--- config.mk ---
export PLATFORM = sky130hd
export DESIGN_NAME = rgb_led_chain_frame_encoder_unit
export DESIGN_NICKNAME = d
export VERILOG_FILES = /design/src/sv/lcfe_pkg.sv /design/src/sv/rgb_led_chain_frame_encoder_unit.sv /design/src/sv/lcfe_store.sv /design/src/sv/lcfe_seq.sv /design/src/sv/lcfe_out.sv
export SDC_FILE = /design/constraint.sdc
export NUM_CORES = 2
export LEC_CHECK = 0
export ABC_AREA = 0
export ABC_CLOCK_PERIOD_IN_PS = 5350
export BUFFER_PORTS_ARGS = -buffer_cell sky130_fd_sc_hd__buf_2
export CAP_MARGIN = 5
export CORE_MARGIN = 2
export CORE_UTILIZATION = 56
export DETAILED_ROUTE_END_ITERATION = 8
export PLACE_DENSITY = 0.72
export SYNTH_ARGS = -nofsm -noshare
export SYNTH_HDL_FRONTEND = slang
export SYNTH_SLANG_ARGS = --single-unit
--- constraint.sdc ---
create_clock -name clk -period 5.35 [get_ports clk]
set_input_delay 1.07 -clock clk [delete_from_list [all_inputs] [get_ports clk]]
set_output_delay 1.07 -clock clk [all_outputs]
set_load 0.01 [all_outputs]
--- src/sv/lcfe_pkg.sv ---
package lcfe_pkg;

	typedef enum logic [1:0] {
		ACT_SET   = 2'd0,
		ACT_SHOW  = 2'd1,
		ACT_TICK  = 2'd2,
		ACT_ABORT = 2'd3
	} action_t;

	typedef enum logic [1:0] {
		ST_OK    = 2'd0,
		ST_BUSY  = 2'd1,
		ST_RANGE = 2'd2
	} status_t;

	localparam int COLOR_W       = 24;
	localparam int SEL_W         = 4;
	localparam int BYTES_PER_LED = 9;

	localparam logic [2:0] ONE_CODE  = 3'b110;
	localparam logic [2:0] ZERO_CODE = 3'b100;

	typedef struct packed {
		logic             byte_valid;
		logic             led_data;
		logic [SEL_W-1:0] sel;
		logic             frame_last;
		logic             busy;
		status_t          status;
	} ctl_t;

	// One line byte of an LED: sel 0..8 walks green, red, blue, three bytes each.
	function automatic logic [7:0] line_of(input logic [COLOR_W-1:0] word,
			input logic [SEL_W-1:0] sel);
		logic [7:0]  cbyte;
		logic [23:0] code;
		logic [7:0]  res;
		if (sel inside {[4'd0:4'd2]}) begin
			cbyte = word[23:16];
		end else if (sel inside {[4'd3:4'd5]}) begin
			cbyte = word[15:8];
		end else begin
			cbyte = word[7:0];
		end
		for (int i = 0; i < 8; i++) begin
			code[3*i +: 3] = cbyte[i] ? ONE_CODE : ZERO_CODE;
		end
		case (sel)
			4'd0, 4'd3, 4'd6: res = code[23:16];
			4'd1, 4'd4, 4'd7: res = code[15:8];
			default:          res = code[7:0];
		endcase
		return res;
	endfunction

endpackage

--- src/sv/rgb_led_chain_frame_encoder_unit.sv ---
// Frame store and line encoder for a chain of RGB LEDs.
// Input channel (in_valid/in_ready) takes one word per cycle when ready: action
// selects set_color (write green/red/blue at index), show (start a frame),
// tick (emit one line byte) or abort (end the frame at once).
// Every input word yields exactly one output word on out_valid/out_ready:
// byte_valid/line_byte/frame_last for ticks, busy_res and status always.
// A frame is LED_COUNT*9 encoded bytes (each color bit as 110 or 100, MSB
// first) followed by RESET_BYTES zero bytes; frame_last marks the final one.
// Each accepted word passes the s1 control register and then the output
// register. Throughput: one word per cycle while the receiver keeps up; the
// color store has a single read port plus one register stage for read data.
// Reset: control clears at once; the color store is then zeroed in a
// clearing pass over all LED_COUNT entries, during which in_ready stays low.
// When the receiver stalls, the output register holds its word and the
// stage behind it holds one more; in_ready drops once both are full.
module rgb_led_chain_frame_encoder_unit #(
	parameter int LED_COUNT   = 64,
	parameter int RESET_BYTES = 32
) (
	input  logic       clk,
	input  logic       arst_n,
	input  logic       in_valid,
	output logic       in_ready,
	input  logic [1:0] action,
	input  logic [9:0] index,
	input  logic [7:0] red,
	input  logic [7:0] green,
	input  logic [7:0] blue,
	output logic       out_valid,
	input  logic       out_ready,
	output logic       byte_valid,
	output logic [7:0] line_byte,
	output logic       frame_last,
	output logic       busy_res,
	output logic [1:0] status
);
	import lcfe_pkg::*;

	localparam int AW = (LED_COUNT > 1) ? $clog2(LED_COUNT) : 1;

	logic               clearing;
	logic               take_s1;
	logic               s1_valid;
	ctl_t               s1;
	logic               wr_en;
	logic [AW-1:0]      wr_addr;
	logic [COLOR_W-1:0] wr_data;
	logic               rd_en;
	logic [AW-1:0]      rd_addr;
	logic [COLOR_W-1:0] rd_data;

	lcfe_store #(
		.DEPTH (LED_COUNT),
		.AW    (AW)
	) u_store (
		.clk      (clk),
		.arst_n   (arst_n),
		.clearing (clearing),
		.wr_en    (wr_en),
		.wr_addr  (wr_addr),
		.wr_data  (wr_data),
		.rd_en    (rd_en),
		.rd_addr  (rd_addr),
		.rd_data  (rd_data)
	);

	lcfe_seq #(
		.LED_COUNT   (LED_COUNT),
		.RESET_BYTES (RESET_BYTES),
		.AW          (AW)
	) u_seq (
		.clk      (clk),
		.arst_n   (arst_n),
		.clearing (clearing),
		.in_valid (in_valid),
		.in_ready (in_ready),
		.action   (action),
		.index    (index),
		.red      (red),
		.green    (green),
		.blue     (blue),
		.take_s1  (take_s1),
		.s1_valid (s1_valid),
		.s1       (s1),
		.wr_en    (wr_en),
		.wr_addr  (wr_addr),
		.wr_data  (wr_data),
		.rd_en    (rd_en),
		.rd_addr  (rd_addr)
	);

	lcfe_out u_out (
		.clk        (clk),
		.arst_n     (arst_n),
		.s1_valid   (s1_valid),
		.s1         (s1),
		.rd_data    (rd_data),
		.take_s1    (take_s1),
		.out_valid  (out_valid),
		.out_ready  (out_ready),
		.byte_valid (byte_valid),
		.line_byte  (line_byte),
		.frame_last (frame_last),
		.busy_res   (busy_res),
		.status     (status)
	);

endmodule

--- src/sv/lcfe_store.sv ---
module lcfe_store #(
	parameter int DEPTH = 64,
	parameter int AW    = 6
) (
	input  logic                          clk,
	input  logic                          arst_n,
	output logic                          clearing,
	input  logic                          wr_en,
	input  logic [AW-1:0]                 wr_addr,
	input  logic [lcfe_pkg::COLOR_W-1:0]  wr_data,
	input  logic                          rd_en,
	input  logic [AW-1:0]                 rd_addr,
	output logic [lcfe_pkg::COLOR_W-1:0]  rd_data
);
	import lcfe_pkg::*;

	logic [COLOR_W-1:0] mem [DEPTH];
	logic [COLOR_W-1:0] rd_q;
	logic               clr_q;
	logic [AW-1:0]      clr_addr_q;
	logic               we;
	logic [AW-1:0]      waddr;
	logic [COLOR_W-1:0] wdata;

	always_ff @(posedge clk or negedge arst_n) begin
		if (!arst_n) begin
			clr_q      <= 1'b1;
			clr_addr_q <= '0;
		end else if (clr_q) begin
			if (clr_addr_q == AW'(DEPTH - 1)) begin
				clr_q <= 1'b0;
			end else begin
				clr_addr_q <= clr_addr_q + AW'(1);
			end
		end
	end

	assign we    = clr_q || wr_en;
	assign waddr = clr_q ? clr_addr_q : wr_addr;
	assign wdata = clr_q ? '0 : wr_data;

	always_ff @(posedge clk) begin
		if (we) begin
			mem[waddr] <= wdata;
		end
		if (rd_en) begin
			rd_q <= mem[rd_addr];
		end
	end

	assign clearing = clr_q;
	assign rd_data  = rd_q;

	a_no_wr_in_clear: assert property (@(posedge clk) disable iff (!arst_n)
		clr_q |-> !wr_en && !rd_en)
		else $error("store access during clearing pass");

endmodule

--- src/sv/lcfe_seq.sv ---
module lcfe_seq #(
	parameter int LED_COUNT   = 64,
	parameter int RESET_BYTES = 32,
	parameter int AW          = 6
) (
	input  logic                          clk,
	input  logic                          arst_n,
	input  logic                          clearing,
	input  logic                          in_valid,
	output logic                          in_ready,
	input  logic [1:0]                    action,
	input  logic [9:0]                    index,
	input  logic [7:0]                    red,
	input  logic [7:0]                    green,
	input  logic [7:0]                    blue,
	input  logic                          take_s1,
	output logic                          s1_valid,
	output lcfe_pkg::ctl_t                s1,
	output logic                          wr_en,
	output logic [AW-1:0]                 wr_addr,
	output logic [lcfe_pkg::COLOR_W-1:0]  wr_data,
	output logic                          rd_en,
	output logic [AW-1:0]                 rd_addr
);
	import lcfe_pkg::*;

	localparam int CW = $clog2(LED_COUNT + 1);
	localparam int TW = $clog2(RESET_BYTES + 1);

	logic             send_q, n_send;
	logic [CW-1:0]    led_q, n_led;
	logic [SEL_W-1:0] byte_q, n_byte;
	logic [TW-1:0]    tail_q, n_tail;
	logic             s1_valid_q;
	ctl_t             ctl_s1, ctl_d;
	logic             accept;
	logic             wr_c, rd_c;

	assign in_ready = !clearing && (!s1_valid_q || take_s1);
	assign accept   = in_valid && in_ready;

	always_comb begin
		n_send = send_q;
		n_led  = led_q;
		n_byte = byte_q;
		n_tail = tail_q;
		wr_c   = 1'b0;
		rd_c   = 1'b0;
		ctl_d  = '0;
		ctl_d.status = ST_OK;
		case (action_t'(action))
			ACT_SET: begin
				if ({1'b0, index} >= 11'(LED_COUNT)) begin
					ctl_d.status = ST_RANGE;
				end else if (send_q) begin
					ctl_d.status = ST_BUSY;
				end else begin
					wr_c = 1'b1;
				end
			end
			ACT_SHOW: begin
				if (send_q) begin
					ctl_d.status = ST_BUSY;
				end else begin
					n_send = 1'b1;
					n_led  = '0;
					n_byte = '0;
					n_tail = '0;
				end
			end
			ACT_TICK: begin
				if (send_q) begin
					ctl_d.byte_valid = 1'b1;
					if (led_q < CW'(LED_COUNT)) begin
						ctl_d.led_data = 1'b1;
						ctl_d.sel      = byte_q;
						rd_c           = 1'b1;
						if (byte_q == SEL_W'(BYTES_PER_LED - 1)) begin
							n_byte = '0;
							n_led  = led_q + CW'(1);
						end else begin
							n_byte = byte_q + SEL_W'(1);
						end
					end else if (tail_q == TW'(RESET_BYTES - 1)) begin
						ctl_d.frame_last = 1'b1;
						n_send = 1'b0;
						n_led  = '0;
						n_byte = '0;
						n_tail = '0;
					end else begin
						n_tail = tail_q + TW'(1);
					end
				end
			end
			default: begin
				n_send = 1'b0;
				n_led  = '0;
				n_byte = '0;
				n_tail = '0;
			end
		endcase
		ctl_d.busy = n_send;
	end

	always_ff @(posedge clk or negedge arst_n) begin
		if (!arst_n) begin
			send_q     <= 1'b0;
			led_q      <= '0;
			byte_q     <= '0;
			tail_q     <= '0;
			s1_valid_q <= 1'b0;
		end else begin
			if (accept) begin
				send_q <= n_send;
				led_q  <= n_led;
				byte_q <= n_byte;
				tail_q <= n_tail;
			end
			if (accept) begin
				s1_valid_q <= 1'b1;
			end else if (take_s1) begin
				s1_valid_q <= 1'b0;
			end
		end
	end

	always_ff @(posedge clk) begin
		if (accept) begin
			ctl_s1 <= ctl_d;
		end
	end

	assign s1_valid = s1_valid_q;
	assign s1       = ctl_s1;
	assign wr_en    = accept && wr_c;
	assign wr_addr  = index[AW-1:0];
	assign wr_data  = {green, red, blue};
	assign rd_en    = accept && rd_c;
	assign rd_addr  = led_q[AW-1:0];

	a_idle_counters: assert property (@(posedge clk) disable iff (!arst_n)
		!send_q |-> led_q == '0 && byte_q == '0 && tail_q == '0)
		else $error("counters not cleared while idle");

	a_byte_range: assert property (@(posedge clk) disable iff (!arst_n)
		byte_q <= SEL_W'(BYTES_PER_LED - 1))
		else $error("byte within LED out of range");

	a_led_range: assert property (@(posedge clk) disable iff (!arst_n)
		led_q <= CW'(LED_COUNT))
		else $error("LED counter past chain length");

	a_no_write_busy: assert property (@(posedge clk) disable iff (!arst_n)
		wr_en |-> !send_q && !rd_en)
		else $error("store write during frame");

endmodule

--- src/sv/lcfe_out.sv ---
module lcfe_out (
	input  logic                          clk,
	input  logic                          arst_n,
	input  logic                          s1_valid,
	input  lcfe_pkg::ctl_t                s1,
	input  logic [lcfe_pkg::COLOR_W-1:0]  rd_data,
	output logic                          take_s1,
	output logic                          out_valid,
	input  logic                          out_ready,
	output logic                          byte_valid,
	output logic [7:0]                    line_byte,
	output logic                          frame_last,
	output logic                          busy_res,
	output logic [1:0]                    status
);
	import lcfe_pkg::*;

	logic       out_valid_q;
	logic       byte_valid_q;
	logic [7:0] line_q;
	logic       last_q;
	logic       busy_q;
	status_t    status_q;
	logic [7:0] line_d;

	assign take_s1 = !out_valid_q || out_ready;
	assign line_d  = s1.led_data ? line_of(rd_data, s1.sel) : 8'd0;

	always_ff @(posedge clk or negedge arst_n) begin
		if (!arst_n) begin
			out_valid_q <= 1'b0;
		end else if (take_s1) begin
			out_valid_q <= s1_valid;
		end
	end

	always_ff @(posedge clk) begin
		if (take_s1 && s1_valid) begin
			byte_valid_q <= s1.byte_valid;
			line_q       <= line_d;
			last_q       <= s1.frame_last;
			busy_q       <= s1.busy;
			status_q     <= s1.status;
		end
	end

	assign out_valid  = out_valid_q;
	assign byte_valid = byte_valid_q;
	assign line_byte  = line_q;
	assign frame_last = last_q;
	assign busy_res   = busy_q;
	assign status     = status_q;

	a_last_ends_frame: assert property (@(posedge clk) disable iff (!arst_n)
		out_valid_q && last_q |-> byte_valid_q && !busy_q && line_q == 8'd0)
		else $error("frame end word inconsistent");

endmodule

==> flow_metrics.tcl <==
set metrics [dict create \
    drtIter0Drc 4579 \
    final_hold_viol_count 0 \
    wl_per_cell_um 31.9 \
    yosys.area.top_type "edfxtp_1" \
    maxCapViolCount 0 \
    clk_pin_slew_ns 0.06 \
    core_area_mm2 0.111 \
    crit_buf_inv 2 \
    crit_slowest_cell "dfrtp_4" \
    cp_common_cell "buf_12" \
    synth_top_area_share_pct 75.9 \
    critical-path-max-stage-delay_ns 1.06 \
    cts_root_buf "clkbuf_16" \
    antenna_found_initial 9 \
    cts_htree_levels 4 \
    fmax_ghz 0.242 \
    setup_viol 0 \
    syn_area_per_cell_um2 20.4 \
    synthCells 3064 \
    worstMarginPinSlew_ns 1.29 \
    drt-total-wl_um 154000 \
    max_slew_margin_pct 13.0 \
    die_h_um 338 \
    syn_nets 3109 \
    cts_setup_buffers 0 \
    syn-cell-area_mm2 0.0626 \
    via_per_inst 6.65 \
    synthArstFlopShare_pct 1.68 \
    hold_ws_ns 0.346 \
    synth_area_leaders "edfxtp_1 (76%), mux4_2 (10%), mux2i_1 (4.2%), a221oi_1 (1.6%), dfrtp_1 (1.0%)" \
    rows 122 \
    fin_tns_setup_ns 0 \
    dieArea_mm2 0.115 \
    final.min_clock_period_ns 4.13 \
    first_global_vias 31500 \
    first_pass_iters 6 \
    ys_types 51 \
    place_inst 4561 \
    leakagePower_nw 21.6 \
    crit_type "reg -> reg" \
    cts_inserted_buffers 157 \
    power_mw 28.8 \
    drv_slew 0 \
    pwr_density_cell_mw_per_mm2 410 \
    ys_seq_area_share_pct 77.0 \
    drive_gt1_share_pct 23.3 \
    die_w_um 338 \
    crit_required_ns 5.97 \
    critical_path.max_fanout 61 \
    cts.hold.buffers_added 0 \
    clk_path_buf_depth 3 \
    vdd_ir_drop_max_v 0.000368 \
    grt_pass1_wl_um 222000 \
    crit_cells 7 \
    globalRouteOverflowTotal 0 \
    synth.top_cells.by_count "edfxtp_1 (1583), mux4_2 (277), mux2i_1 (263)" \
    worstPathCellList "buf_12 > buf_12 > mux2i_1 > a221oi_1 > nor2_1 > o21ai_0 > a221o_1" \
    track_usage_pct 26.9 \
    port_buffers 54 \
    yosysMostFrequentCell "edfxtp_1" \
    io_pins 55 \
    final_cells 4843 \
    vias 32200 \
    finClkSkew_ns 0.0282 \
    worstHoldPathType "in -> async" \
    gp_congestion 0.939 \
    ctsResizeCount 0 \
    fin_crit_sh_pct 77.1 \
    cp-end-kind "flip-flop" \
    initial_core_util_pct 56.5 \
    synthFlopType "edfxtp_1" \
    yosys_warnings 0 \
    area_delta_synth_final_pct 12.2 \
    critPathLaunchType "flip-flop" \
    cts_tree "built" \
    crit_family "compound AO/OA/AOI/OAI gates" \
    drc_errors 0 \
    final_nets 3277 \
    outcome "finished, final reports clean" \
    synth-edff-count 1583 \
    clk-insertion-delay-late_ns 0.76 \
    crit_arrival_ns 4.74 \
    grt_setup_unrepaired "no" \
    dp_hpwl_um 94700 \
    grt_max_degree 81 \
    cts_sinks 1610 \
    antenna_left 0 \
    fill_cells 7384 \
    synth_seq_cells 1610 \
    reg2reg_depth 7 \
]
path summary, 6_finish.rpt:
kind	from	to	slack, ns
max	u_seq.led_q[0]	u_store.rd_data[17]	1.22
min	arst_n	u_out.out_valid	0.35
max reg2reg	u_seq.led_q[0]	u_store.rd_data[17]	1.22
min reg2reg	u_seq.s1[1]	u_out.status[1]	0.42
max in group asynchronous	arst_n	u_seq.led_q[3]	4.48
min in group clk	u_seq.s1[1]	u_out.status[1]	0.42
cells by family after synthesis:
family,synth area share [%]
flip-flops,77.0
multiplexers,14.3
AO/OA/AOI/OAI,4.85
AND/OR/NAND/NOR,2.29
buffers and inverters,1.44
adder cells (fa/ha/maj),0.0999
XOR/XNOR,0.0420
per-layer routing:
metal  track usage, %  part of all wire [%]
met1             38.1                    38
met2             42.4                    48
met3             5.49                    10
met4             9.19                   3.2
met5                0                 0.015
power by group:
group | switching (mW) | internal [mW]
Clock | 4.53 | 5.84
Combinational | 2.53 | 1.85
Sequential | 0.165 | 13.9
Total | 7.23 | 21.6
per-stage QoR:
stage               area [um^2]  worst slack, ns  util (%)
floorplan                 62600            0.683         -
global placement          65500             1.30      59.1
detailed placement        65500             1.27      59.1
CTS                       70300             1.26      63.4
global route              70300             1.10      63.4
finish                    70300             1.22      63.4
flip-flops by register name, indices dropped and copies added, names as in the netlist:
signal and count:
u_seq.s1 10, u_store.rd_data 24, u_out.out_valid 1, u_seq.tail_q 6
u_store.clearing 1, u_store.mem 1536, u_seq.led_q 7, u_out.frame_last 1
u_seq.s1_valid 1, u_out.busy_res 1, u_seq.byte_q 4, u_out.status 2
u_seq.send_q 1, u_store.clr_addr_q 6, u_out.line_byte 8, u_out.byte_valid 1
area by class of cell:
type	instances	area (um^2)	share of cell area [%]
inverter	17	63.8	0.0908
clock inverter	76	608	0.865
antenna	5	12.5	0.0178
tap	1488	1860	2.65
sequential	1610	48200	68.6
timing repair buffer	187	1420	2.02
clock buffer	201	4200	5.98
multi-input combinational	1259	13900	19.8
cells in the final DEF, fill, tap and decap left out, types with 19 or more instances in the layout:
cell type  instances
clkinv_1          36
edfxtp_1        1583
nor3_1            20
o21ai_0           84
nor2_2            61
dfrtp_1           21
a21oi_1           28
and2_1            23
a221oi_1         117
a22oi_1           47
mux4_2           277
a221o_1           23
clkinv_2          19
clkbuf_16        162
mux2i_1          263
a22o_1            31
nand2_1           33
buf_2             54
nor2_1            65
nor2b_4           26
clkbuf_1          39
buf_4            121
Note: power is estimated with default switching activity, not from simulation.
